[config.mk]
export PLATFORM = sky130hd
export DESIGN_NAME = command_line_tokenizer_core
export DESIGN_NICKNAME = d
export VERILOG_FILES = /design/src/rtl/clt_pkg.sv /design/src/rtl/command_line_tokenizer_core.sv /design/src/rtl/clt_tokenizer.sv /design/src/rtl/clt_out_fifo.sv
export SDC_FILE = /design/constraint.sdc
export NUM_CORES = 1
export LEC_CHECK = 0
export ABC_AREA = 1
export BUFFER_PORTS_ARGS = -buffer_cell sky130_fd_sc_hd__buf_2
export CAP_MARGIN = 5
export CELL_PAD_IN_SITES_DETAIL_PLACEMENT = 0
export CELL_PAD_IN_SITES_GLOBAL_PLACEMENT = 1
export CORE_AREA = 2 2 92 94
export CTS_CLUSTER_DIAMETER = 30
export DETAILED_ROUTE_END_ITERATION = 10
export DIE_AREA = 0 0 94 96
export PLACE_DENSITY_LB_ADDON = 0.1
export SLEW_MARGIN = 40
export SYNTH_ARGS = -nofsm -noshare
export SYNTH_HDL_FRONTEND = slang
export SYNTH_SLANG_ARGS = --single-unit
[constraint.sdc]
create_clock -name clk -period 8.56 [get_ports clk]
set_input_delay 1.712 -clock clk [delete_from_list [all_inputs] [get_ports clk]]
set_output_delay 1.712 -clock clk [all_outputs]
set_load 0.02 [all_outputs]
[src/rtl/clt_pkg.sv]
// Package for the command line tokenizer: item and result structs,
// codes and size constants. No dependencies.
package clt_pkg;

  localparam int TOKEN_LIMIT = 40;
  localparam int PARAM_LIMIT = 20;

  localparam logic [4:0] PARAM_CAP_RESET  = 5'd20;
  localparam logic [7:0] CHAR_SPACE       = 8'h20;
  localparam logic [7:0] CHAR_LOWER_A     = 8'h61;
  localparam logic [7:0] CHAR_LOWER_Z     = 8'h7a;
  localparam logic [7:0] CASE_OFFSET      = 8'h20;

  localparam logic MODE_CHAR = 1'b0;
  localparam logic MODE_END  = 1'b1;

  localparam logic KIND_CHAR    = 1'b0;
  localparam logic KIND_SUMMARY = 1'b1;

  localparam logic [4:0] SLOT_PIN     = 5'd0;
  localparam logic [4:0] SLOT_COMMAND = 5'd1;

  typedef enum logic [1:0] {
    STATUS_OK     = 2'd0,
    STATUS_NO_PIN = 2'd1,
    STATUS_NO_CMD = 2'd2
  } status_t;

  typedef struct packed {
    logic       mode;
    logic [7:0] char_code;
  } item_t;

  typedef struct packed {
    logic       kind;
    logic [4:0] token_slot;
    logic [5:0] char_pos;
    logic [7:0] char_out;
    status_t    status;
    logic [4:0] param_count;
    logic       overflow;
  } result_t;

endpackage

[src/rtl/command_line_tokenizer_core.sv]
// Top level of the command line tokenizer: item channel, result channel,
// parameter cap write port. Uses clt_pkg, clt_tokenizer and clt_out_fifo.
//
// Usage:
//   item channel (item_valid / item_stall / item) carries one message byte
//   per transaction (mode 0) or an end-of-message marker (mode 1).
//   result channel (result_valid / result_stall / result) carries one token
//   character per kept byte and one summary per end-of-message marker.
//   Skipped bytes, the terminating space and refused overflow bytes make no
//   result transaction.
//   cfg_we / cfg_data write the parameter cap; write only while idle.
// Timing:
//   One item per cycle sustained while result_stall stays low. A result is
//   written into the result queue when its item is accepted and is presented
//   on result_valid from there. The rate is set by the update of the message
//   state registers in clt_tokenizer, which each byte reads and writes.
// Stall:
//   Results wait in a two-entry queue; item_stall rises only while both
//   entries are held, so one pending result never blocks the next item.
// Reset:
//   rst (synchronous) empties the queue, clears the message state and loads
//   the parameter cap with 20.
module command_line_tokenizer_core (
  input  logic             clk,
  input  logic             rst,
  input  logic             cfg_we,
  input  logic [4:0]       cfg_data,
  input  logic             item_valid,
  output logic             item_stall,
  input  clt_pkg::item_t   item,
  output logic             result_valid,
  input  logic             result_stall,
  output clt_pkg::result_t result
);

  logic             accept;
  logic             step_valid;
  clt_pkg::result_t step_result;
  logic             full;

  // hold items while the result queue is full
  assign item_stall = full;
  assign accept     = item_valid && !item_stall;

  clt_tokenizer u_tokenizer (
    .clk         (clk),
    .rst         (rst),
    .cfg_we      (cfg_we),
    .cfg_data    (cfg_data),
    .accept      (accept),
    .item        (item),
    .step_valid  (step_valid),
    .step_result (step_result)
  );

  // push only results of accepted transactions
  clt_out_fifo u_out_fifo (
    .clk          (clk),
    .rst          (rst),
    .push         (accept && step_valid),
    .push_data    (step_result),
    .full         (full),
    .result_valid (result_valid),
    .result_stall (result_stall),
    .result       (result)
  );

endmodule

[src/rtl/clt_tokenizer.sv]
// Tokenizer state and per-byte update: message state registers, the
// parameter cap register and the result of each accepted item. Uses clt_pkg.
module clt_tokenizer (
  input  logic             clk,
  input  logic             rst,
  input  logic             cfg_we,
  input  logic [4:0]       cfg_data,
  input  logic             accept,
  input  clt_pkg::item_t   item,
  output logic             step_valid,
  output clt_pkg::result_t step_result
);

  logic       in_token, in_token_next;
  logic [5:0] token_length, token_length_next;
  logic [4:0] tokens_seen, tokens_seen_next;
  logic       overflowed, overflowed_next;
  logic [4:0] param_cap;

  logic [4:0] limit;
  logic       emit;
  logic [4:0] emit_slot;
  logic [5:0] emit_pos;
  logic [5:0] pos_inc;
  logic [7:0] emit_char;

  assign limit = (param_cap > 5'(clt_pkg::PARAM_LIMIT)) ?
                 5'(clt_pkg::PARAM_LIMIT) : param_cap;

  always_comb begin
    in_token_next     = in_token;
    token_length_next = token_length;
    tokens_seen_next  = tokens_seen;
    overflowed_next   = overflowed;
    emit              = 1'b0;
    emit_slot         = tokens_seen - 5'd1;
    emit_pos          = token_length;
    step_valid        = 1'b0;
    step_result       = '0;

    if (item.mode == clt_pkg::MODE_END) begin
      step_valid       = 1'b1;
      step_result.kind = clt_pkg::KIND_SUMMARY;
      if (tokens_seen == 5'd0) begin
        step_result.status = clt_pkg::STATUS_NO_PIN;
      end else if (tokens_seen == 5'd1) begin
        step_result.status = clt_pkg::STATUS_NO_CMD;
      end else begin
        step_result.status      = clt_pkg::STATUS_OK;
        step_result.param_count = tokens_seen - 5'd2;
        step_result.overflow    = overflowed;
      end
      in_token_next     = 1'b0;
      token_length_next = '0;
      tokens_seen_next  = '0;
      overflowed_next   = 1'b0;
    end else if (!overflowed) begin
      if (in_token) begin
        if (item.char_code == clt_pkg::CHAR_SPACE) begin
          in_token_next     = 1'b0;
          token_length_next = '0;
        end else begin
          emit = 1'b1;
        end
      end else if (item.char_code > clt_pkg::CHAR_SPACE && !item.char_code[7]) begin
        if (tokens_seen >= limit + 5'd2) begin
          overflowed_next = 1'b1;
        end else begin
          tokens_seen_next = tokens_seen + 5'd1;
          emit_slot        = tokens_seen;
          emit_pos         = '0;
          emit             = 1'b1;
        end
      end
    end

    pos_inc = emit_pos + 6'd1;

    emit_char = item.char_code;
    if (emit_slot == clt_pkg::SLOT_COMMAND && item.char_code >= clt_pkg::CHAR_LOWER_A &&
        item.char_code <= clt_pkg::CHAR_LOWER_Z) begin
      emit_char = item.char_code - clt_pkg::CASE_OFFSET;
    end

    if (emit) begin
      step_valid             = 1'b1;
      step_result.kind       = clt_pkg::KIND_CHAR;
      step_result.token_slot = emit_slot;
      step_result.char_pos   = emit_pos;
      step_result.char_out   = emit_char;
      // end the token when it hits the length limit
      if (pos_inc >= 6'(clt_pkg::TOKEN_LIMIT)) begin
        in_token_next     = 1'b0;
        token_length_next = '0;
      end else begin
        in_token_next     = 1'b1;
        token_length_next = pos_inc;
      end
    end
  end

  always_ff @(posedge clk) begin
    if (rst) begin
      in_token     <= 1'b0;
      token_length <= '0;
      tokens_seen  <= '0;
      overflowed   <= 1'b0;
      param_cap    <= clt_pkg::PARAM_CAP_RESET;
    end else begin
      if (accept) begin
        in_token     <= in_token_next;
        token_length <= token_length_next;
        tokens_seen  <= tokens_seen_next;
        overflowed   <= overflowed_next;
      end
      if (cfg_we) begin
        param_cap <= cfg_data;
      end
    end
  end

  a_len_bound: assert property (@(posedge clk) disable iff (rst)
    token_length < 6'(clt_pkg::TOKEN_LIMIT))
    else $error("token length past limit");
  a_len_idle: assert property (@(posedge clk) disable iff (rst)
    !in_token |-> token_length == 6'd0)
    else $error("token length nonzero outside a token");
  a_token_counted: assert property (@(posedge clk) disable iff (rst)
    in_token |-> tokens_seen != 5'd0)
    else $error("inside a token with no token counted");
  a_seen_bound: assert property (@(posedge clk) disable iff (rst)
    tokens_seen <= 5'(clt_pkg::PARAM_LIMIT + 2))
    else $error("token count past slot range");

endmodule

[src/rtl/clt_out_fifo.sv]
// Two-entry result queue between the tokenizer and the result channel.
// Uses clt_pkg.
module clt_out_fifo (
  input  logic             clk,
  input  logic             rst,
  input  logic             push,
  input  clt_pkg::result_t push_data,
  output logic             full,
  output logic             result_valid,
  input  logic             result_stall,
  output clt_pkg::result_t result
);

  clt_pkg::result_t entries [2];
  logic       wptr;
  logic       rptr;
  logic [1:0] count;
  logic       pop;

  assign pop          = result_valid && !result_stall;
  assign full         = count == 2'd2;
  assign result_valid = count != 2'd0;
  assign result       = entries[rptr];

  always_ff @(posedge clk) begin
    if (push) begin
      entries[wptr] <= push_data;
    end
  end

  always_ff @(posedge clk) begin
    if (rst) begin
      wptr  <= 1'b0;
      rptr  <= 1'b0;
      count <= '0;
    end else begin
      if (push) begin
        wptr <= !wptr;
      end
      if (pop) begin
        rptr <= !rptr;
      end
      count <= count + {1'b0, push} - {1'b0, pop};
    end
  end

  a_no_push_full: assert property (@(posedge clk) disable iff (rst)
    full |-> !push)
    else $error("push into full queue");
  a_count_bound: assert property (@(posedge clk) disable iff (rst)
    count <= 2'd2)
    else $error("queue count out of range");
  a_ptr_match: assert property (@(posedge clk) disable iff (rst)
    (count == 2'd0 || count == 2'd2) |-> wptr == rptr)
    else $error("queue pointers disagree with count");

endmodule
# Yosys cells after proc, flatten, opt, wreduce, memory -nomap -nowiden
# Memory sizes are Yosys's and may differ from the RTL's. A register that Yosys moved wholly into a read port is not among the register bits.
# Index checks and enable logic that the tools add are counted.
# totals
reg_bits,22
mem_bits_rw,56
in_bits,19
out_inout_bits,30
elab_cells,101
mem_count,1
# memory_table
memory,depth,word_bits,rd,rd_clocked_by_memory_dff,write_ports,line,rtl
u_out_fifo.entries,2,28,1,1,1,clt_out_fifo.sv:14,clt_pkg::result_t entries [2];
# op_classes
addsub,8
order_cmp,6
n_eq_ne,8
muxes,51
n_reduce_logical,19
# op_table
cell,n
2-to-1 mux 6 bit,13
2-to-1 mux 5 bit,11
2-to-1 mux 1 bit,22
2-to-1 mux 20 bit,1
2-to-1 mux 8 bit,2
"== test 5 x 1 -> 1 bit, second input constant",2
"== test 8 x 6 -> 1 bit, second input constant",1
">= comparator 8 x 7 -> 1 bit, second input constant",1
"greater-than comparator 8 x 6 -> 1 bit, second input constant",1
"<= comparator 8 x 7 -> 1 bit, second input constant",1
"subtractor 8 x 6 -> 8 bit, second input constant",1
"adder 6 x 1 -> 6 bit, second input constant",1
">= comparator 6 bit, second input constant",1
logical AND 1 bit,6
"inequality test 2 bit, second input constant",3
nonzero test 3 bit,2
"adder 5 x 1 -> 5 bit, second input constant",1
"adder 5 x 2 -> 5 bit, second input constant",1
>= comparator 5 bit,1
"greater-than comparator 5 bit, second input constant",1
logical NOT 1 bit,5
logical NOT 5 bit,1
AND reduction 5 bit,1
"subtractor 5 x 1 -> 5 bit, second input constant",1
other kinds (9),11

# Longest topological paths before layout
# depth
word_depth,14
mapped_depth,24
depth_no_buf,23

# Modules after synthesis
# A second synthesis with hierarchy kept.
# hier_totals
hier_cells,398
hier_area_um2,4091.4
# modules_own_cells
mod,n_inst,cells_per_inst,area_each_um2,seq_area_each_um2
clt_out_fifo,1,123,2362.3,1781.7
clt_tokenizer,1,270,1705.4,360.3
command_line_tokenizer_core,1,5,23.8,0.0

# Least setup slack after synthesis
# Ideal clock, no wire load.
# synth_path
path_kind,input to register
startpoint,input item[6] (netlist bit)
endpoint,"memory u_out_fifo.entries[1][0] (netlist bit), enable pin"
setup_time_ps,414
arrival_ps,3642
required_ps,8146
path_slack_ps,4504
path_stages,9
path_buffers,0
cell_sequence,inv_1 > ha_1 > nand3_1 > nor2_2 > nor2_1 > nand2_1 > nand3_1 > nand2_1 > nor2_1
# synth_via
elab_chain_cells,10
elab_cells_between_ends,12
classes_between,order compare: 1; eq/ne: 1; mux: 8; reduce/logical: 2
# synth_lines
item,line,rtl
start: declaration,command_line_tokenizer_core.sv:30,"input clt_pkg::item_t item,"
greater-than comparator 8 x 6 -> 1 bit,clt_tokenizer.sv:65,end else if (item.char_code > clt_pkg::CHAR_SPACE && !item.char_code[7]) begin
logical AND 1 bit,clt_tokenizer.sv:65,
2-to-1 mux 1 bit,clt_tokenizer.sv:65,
2-to-1 mux 1 bit *,clt_tokenizer.sv:58,if (in_token) begin
2-to-1 mux 1 bit *,clt_tokenizer.sv:57,end else if (!overflowed) begin
2-to-1 mux 1 bit *,clt_tokenizer.sv:41,if (item.mode == clt_pkg::MODE_END) begin
2-to-1 mux 1 bit *,clt_tokenizer.sv:85,if (emit) begin
logical AND 1 bit *,command_line_tokenizer_core.sv:60,".push (accept && step_valid),"
2-to-1 mux 1 bit *,clt_out_fifo.sv:26,if (push) begin
2-to-1 mux 1 bit (not written as such) *,clt_out_fifo.sv:27,entries[wptr] <= push_data;
end: declaration,clt_out_fifo.sv:14,
# Every way passes the cells marked *; elsewhere a longest branch is shown, timed or not.

# Worst setup path in the final report
# layout_path
startpoint,input item[6] (netlist bit)
endpoint,register u_tokenizer.token_length[1]
# layout_via
elab_chain_cells,10
elab_cells_between_ends,20
classes_between,add/sub: 1; order compare: 2; eq/ne: 2; mux: 11; reduce/logical: 4
# layout_lines
item,line,rtl
greater-than comparator 8 x 6 -> 1 bit,clt_tokenizer.sv:65,
logical AND 1 bit,clt_tokenizer.sv:65,
2-to-1 mux 6 bit,clt_tokenizer.sv:65,
2-to-1 mux 6 bit,clt_tokenizer.sv:58,
2-to-1 mux 6 bit,clt_tokenizer.sv:57,
2-to-1 mux 6 bit,clt_tokenizer.sv:41,
adder 6 x 1 -> 6 bit,clt_tokenizer.sv:77,pos_inc = emit_pos + 6'd1;
>= comparator 6 bit,clt_tokenizer.sv:92,if (pos_inc >= 6'(clt_pkg::TOKEN_LIMIT)) begin
2-to-1 mux 6 bit,clt_tokenizer.sv:92,
2-to-1 mux 6 bit,clt_tokenizer.sv:85,
end signal: assignment,clt_tokenizer.sv:112,token_length <= token_length_next;
end: declaration,clt_tokenizer.sv:15,"logic [5:0] token_length, token_length_next;"
# Several ways; a longest one is shown, not always the timed one.
# A chain may end at the register's enable or synchronous reset.

==> results.yml <==
grt:
  grt_usage_pct: 17.3
  grt_pass1_vias: 2596
  grt_max_degree: 30
  antenna_found_initial: 0
  grt_pass1_wl_um: 11900
  grt_remaining_overflow: 0
detailed_routing:
  drt_iter0_drc: 69
  vias: 2646
  via_per_inst: 4.88
  wl_per_cell_um: 13.3
  drtAntennaViolNets: 0
  first_pass_iters: 5
  drc_errors: 0
  drt_wl_total_um: 7200
yosys:
  synth_cells: 377
  synthFlopType: "edfxtp_1"
  syn_area_per_cell_um2: 10.2
  syn_area_mm2: 0.00386
  async_flop_share_pct: 0
  synth_area_leader_cell: "edfxtp_1"
  yosys_warnings: 0
  ys_ff_latch: 79
  synth.area.top_cells: "edfxtp_1, dfxtp_1, mux2_2, ha_1, inv_1"
  ys_types: 33
  yosys-top-cells-count: "edfxtp_1, inv_1, nand2_1, nor2_1, mux2_2"
  yosysMostFrequentCell: "edfxtp_1"
  yosysTopAreaCellShare_pct: 43.5
  synth_edf_count: 56
  yosysSeqAreaShare_pct: 55.5
  synth_nets: 413
floorplan:
  core_mm2: 0.00805
  initial_core_util_pct: 48.0
  num_io_pins: 49
  dieArea_mm2: 0.00902
  die_h_um: 96
  rows: 33
  fp.dieW_um: 94
worst_setup_path:
  crit_arrival_ns: 4.02
  path_max_fanout: 17
  path_class: "in2reg"
  endpoint_kind: "flip-flop"
  critical_path.max_stage_delay_ns: 0.38
  path_cells: "buf_2, inv_1, ha_1, nand3_1, nor2_2, nor3_4, nand4_4, nand2_1, inv_1, ha_1, inv_1, o311ai_0, nand3_1, nand2_2, nand3_1, a21oi_1"
  cpMaxStageDelayCell: "o311ai_0"
  required_ns: 8.84
  cp-start-kind: "input pin"
timing:
  fin_ws_ns: 4.82
  slew_headroom_pct: 56.8
  fmax_mhz: 268
  finalSetupViolations: 0
  skew_ns: 0.0115
  finalCriticalPeriod_ns: 3.74
  tns_ns: 0
  rsz0062_at_grt: "false"
  period_share_pct: 43.7
  tightest_slew_ns: 0.647
  hold_viol: 0
  hold-worst-slack_ns: 0.457
  drv_slew: 0
clock_network:
  numCtsBuffers: 9
  clkTransAtPathRegs_ns: 0.07
  cts_resized: 0
  clock_latency_ns: 0.35
  cts_tree: "yes"
  cts_root_buffer: "clkbuf_8"
  cts_buffer_depth: 2
  cts_setup_buffers: 0
  htree_num_levels: 3
  cts.sinks: 79
  cts_hold_buffers: 0
place:
  hpwlAfterDp_um: 5200
  port_buffers: 48
  routabilityCongestion: 0.800
  place_ws_ns: 4.49
flow_run:
  cap_violations: 0
finish:
  drive_gt1_share_pct: 25.2
  n_antenna_cell: 0
  syn2layout_area_growth_pct: 14.2
  nets: 468
  postLayoutCoreUtil_pct: 54.8
  fillers: 759
power:
  clockPowerShare_pct: 23.9
  power_frac_comb_pct: 30.7
  pwr-share-seq_pct: 45.4
  p_sw_w: 0.000360
  irDropWorstVdd_mv: 0.135
  p_int_w: 0.000730
  netSwitchingFraction_pct: 33.0
  leakagePower_nw: 1.91
  p_per_area_mw_per_mm2: 247
run_status:
  status: "finished clean"
hold_path:
  holdCritPathClass: "reg2reg"
==> per-layer routing <==
| metal | routed length [um] | track usage (%) | share of wire (%) |
|---|---|---|---|
| met1 | 3360 | 21.4 | 47 |
| met2 | 3440 | 29.0 | 48 |
| met3 | 249 | 3.21 | 3.5 |
| met4 | 151 | 8.70 | 2.1 |
| met5 | 0 | 0 | 0 |
==> critical path: cells and delay by family <==
family                     cells  cell delay (ns)
and+or+nand+nor                8             1.15
AOI/OAI and AO/OA              2             0.51
buffers and inverters          4             0.33
adders and majority gates      2             0.30
==> flip-flops by register name, summed over array words and instances, names as in the netlist, named ones only <==
name / cells
u_tokenizer.in_token: 1
u_out_fifo.count: 2
u_tokenizer.param_cap: 5
u_out_fifo.entries: 56
u_tokenizer.tokens_seen: 5
u_out_fifo.wptr: 1
u_tokenizer.token_length: 6
u_out_fifo.rptr: 1
u_tokenizer.overflowed: 1
==> power by group through the flow <==
stage / Combinational [W] / Sequential (W) / Clock [W]
final: 0.000335 / 0.000494 / 0.000261
after global routing: 0.000379 / 0.000501 / 0.000284
after CTS: 0.000342 / 0.000495 / 0.000267
after detailed placement: 0.000341 / 0.000504 / 0
after global placement: 0.000339 / 0.000501 / 0
after floorplan: 0.000249 / 0.000498 / 0
==> layout make-up <==
class | count | area [um2] | share of cell area [%]
sequential | 79 | 2140 | 48.6
multi-input combinational | 237 | 1490 | 33.7
timing repair buffer | 51 | 263 | 5.96
inverter | 54 | 203 | 4.60
clock buffer | 12 | 135 | 3.06
tap | 105 | 131 | 2.98
clock inverter | 4 | 47.5 | 1.08
==> logic make-up after synthesis <==
| kind of cell | Yosys count | share of synthesized area [%] |
|---|---|---|
| AND/OR/NAND/NOR | 136 | 16.2 |
| flip-flops | 79 | 55.5 |
| buffers and inverters | 61 | 6.15 |
| AO/OA/AOI/OAI | 48 | 6.74 |
| multiplexers | 28 | 8.16 |
| adder cells (fa/ha/maj) | 17 | 5.51 |
| XOR/XNOR | 8 | 1.81 |
==> layout by cell type (no fill, tap or decap), drive strengths merged <==
master / n
edfxtp: 56
inv: 53
buf: 51
nand2: 50
nor2: 48
mux2: 28
nand3: 24
a21oi: 24
dfxtp: 23
o21ai: 19
ha: 17
clkbuf: 12
xor2: 8
nand4: 7
nor3: 4
clkinv: 3
nor3b: 2
a31o: 1
a2111oi: 1
o21bai: 1
o311ai: 1
a211oi: 1
and3: 1
clkinvlp: 1
bufinv: 1
==> metrics by stage <==
stage / area (um2) / cells / power, W
after detailed placement: 4230 / 526 / 0.000844
final: 4410 / 542 / 0.00109
after CTS: 4410 / 542 / 0.00110
after global routing: 4410 / 542 / 0.00116
after floorplan: 3860 / 377 / 0.000747
after global placement: 4230 / 526 / 0.000840
==> final timing paths <==
check | slack (ns) | endpoint | depth (start not counted) | from
worst max-delay path | 4.82 | u_tokenizer.token_length[1] | 16 | item[6]
worst min-delay path | 0.46 | u_out_fifo.count[1] | 1 | u_out_fifo.count[1]
worst max register to register | 5.05 | u_tokenizer.token_length[1] | 22 | u_tokenizer.param_cap[1]
worst min register to register | 0.46 | u_out_fifo.count[1] | 1 | u_out_fifo.count[1]
Power figures use the tool's default switching activity.
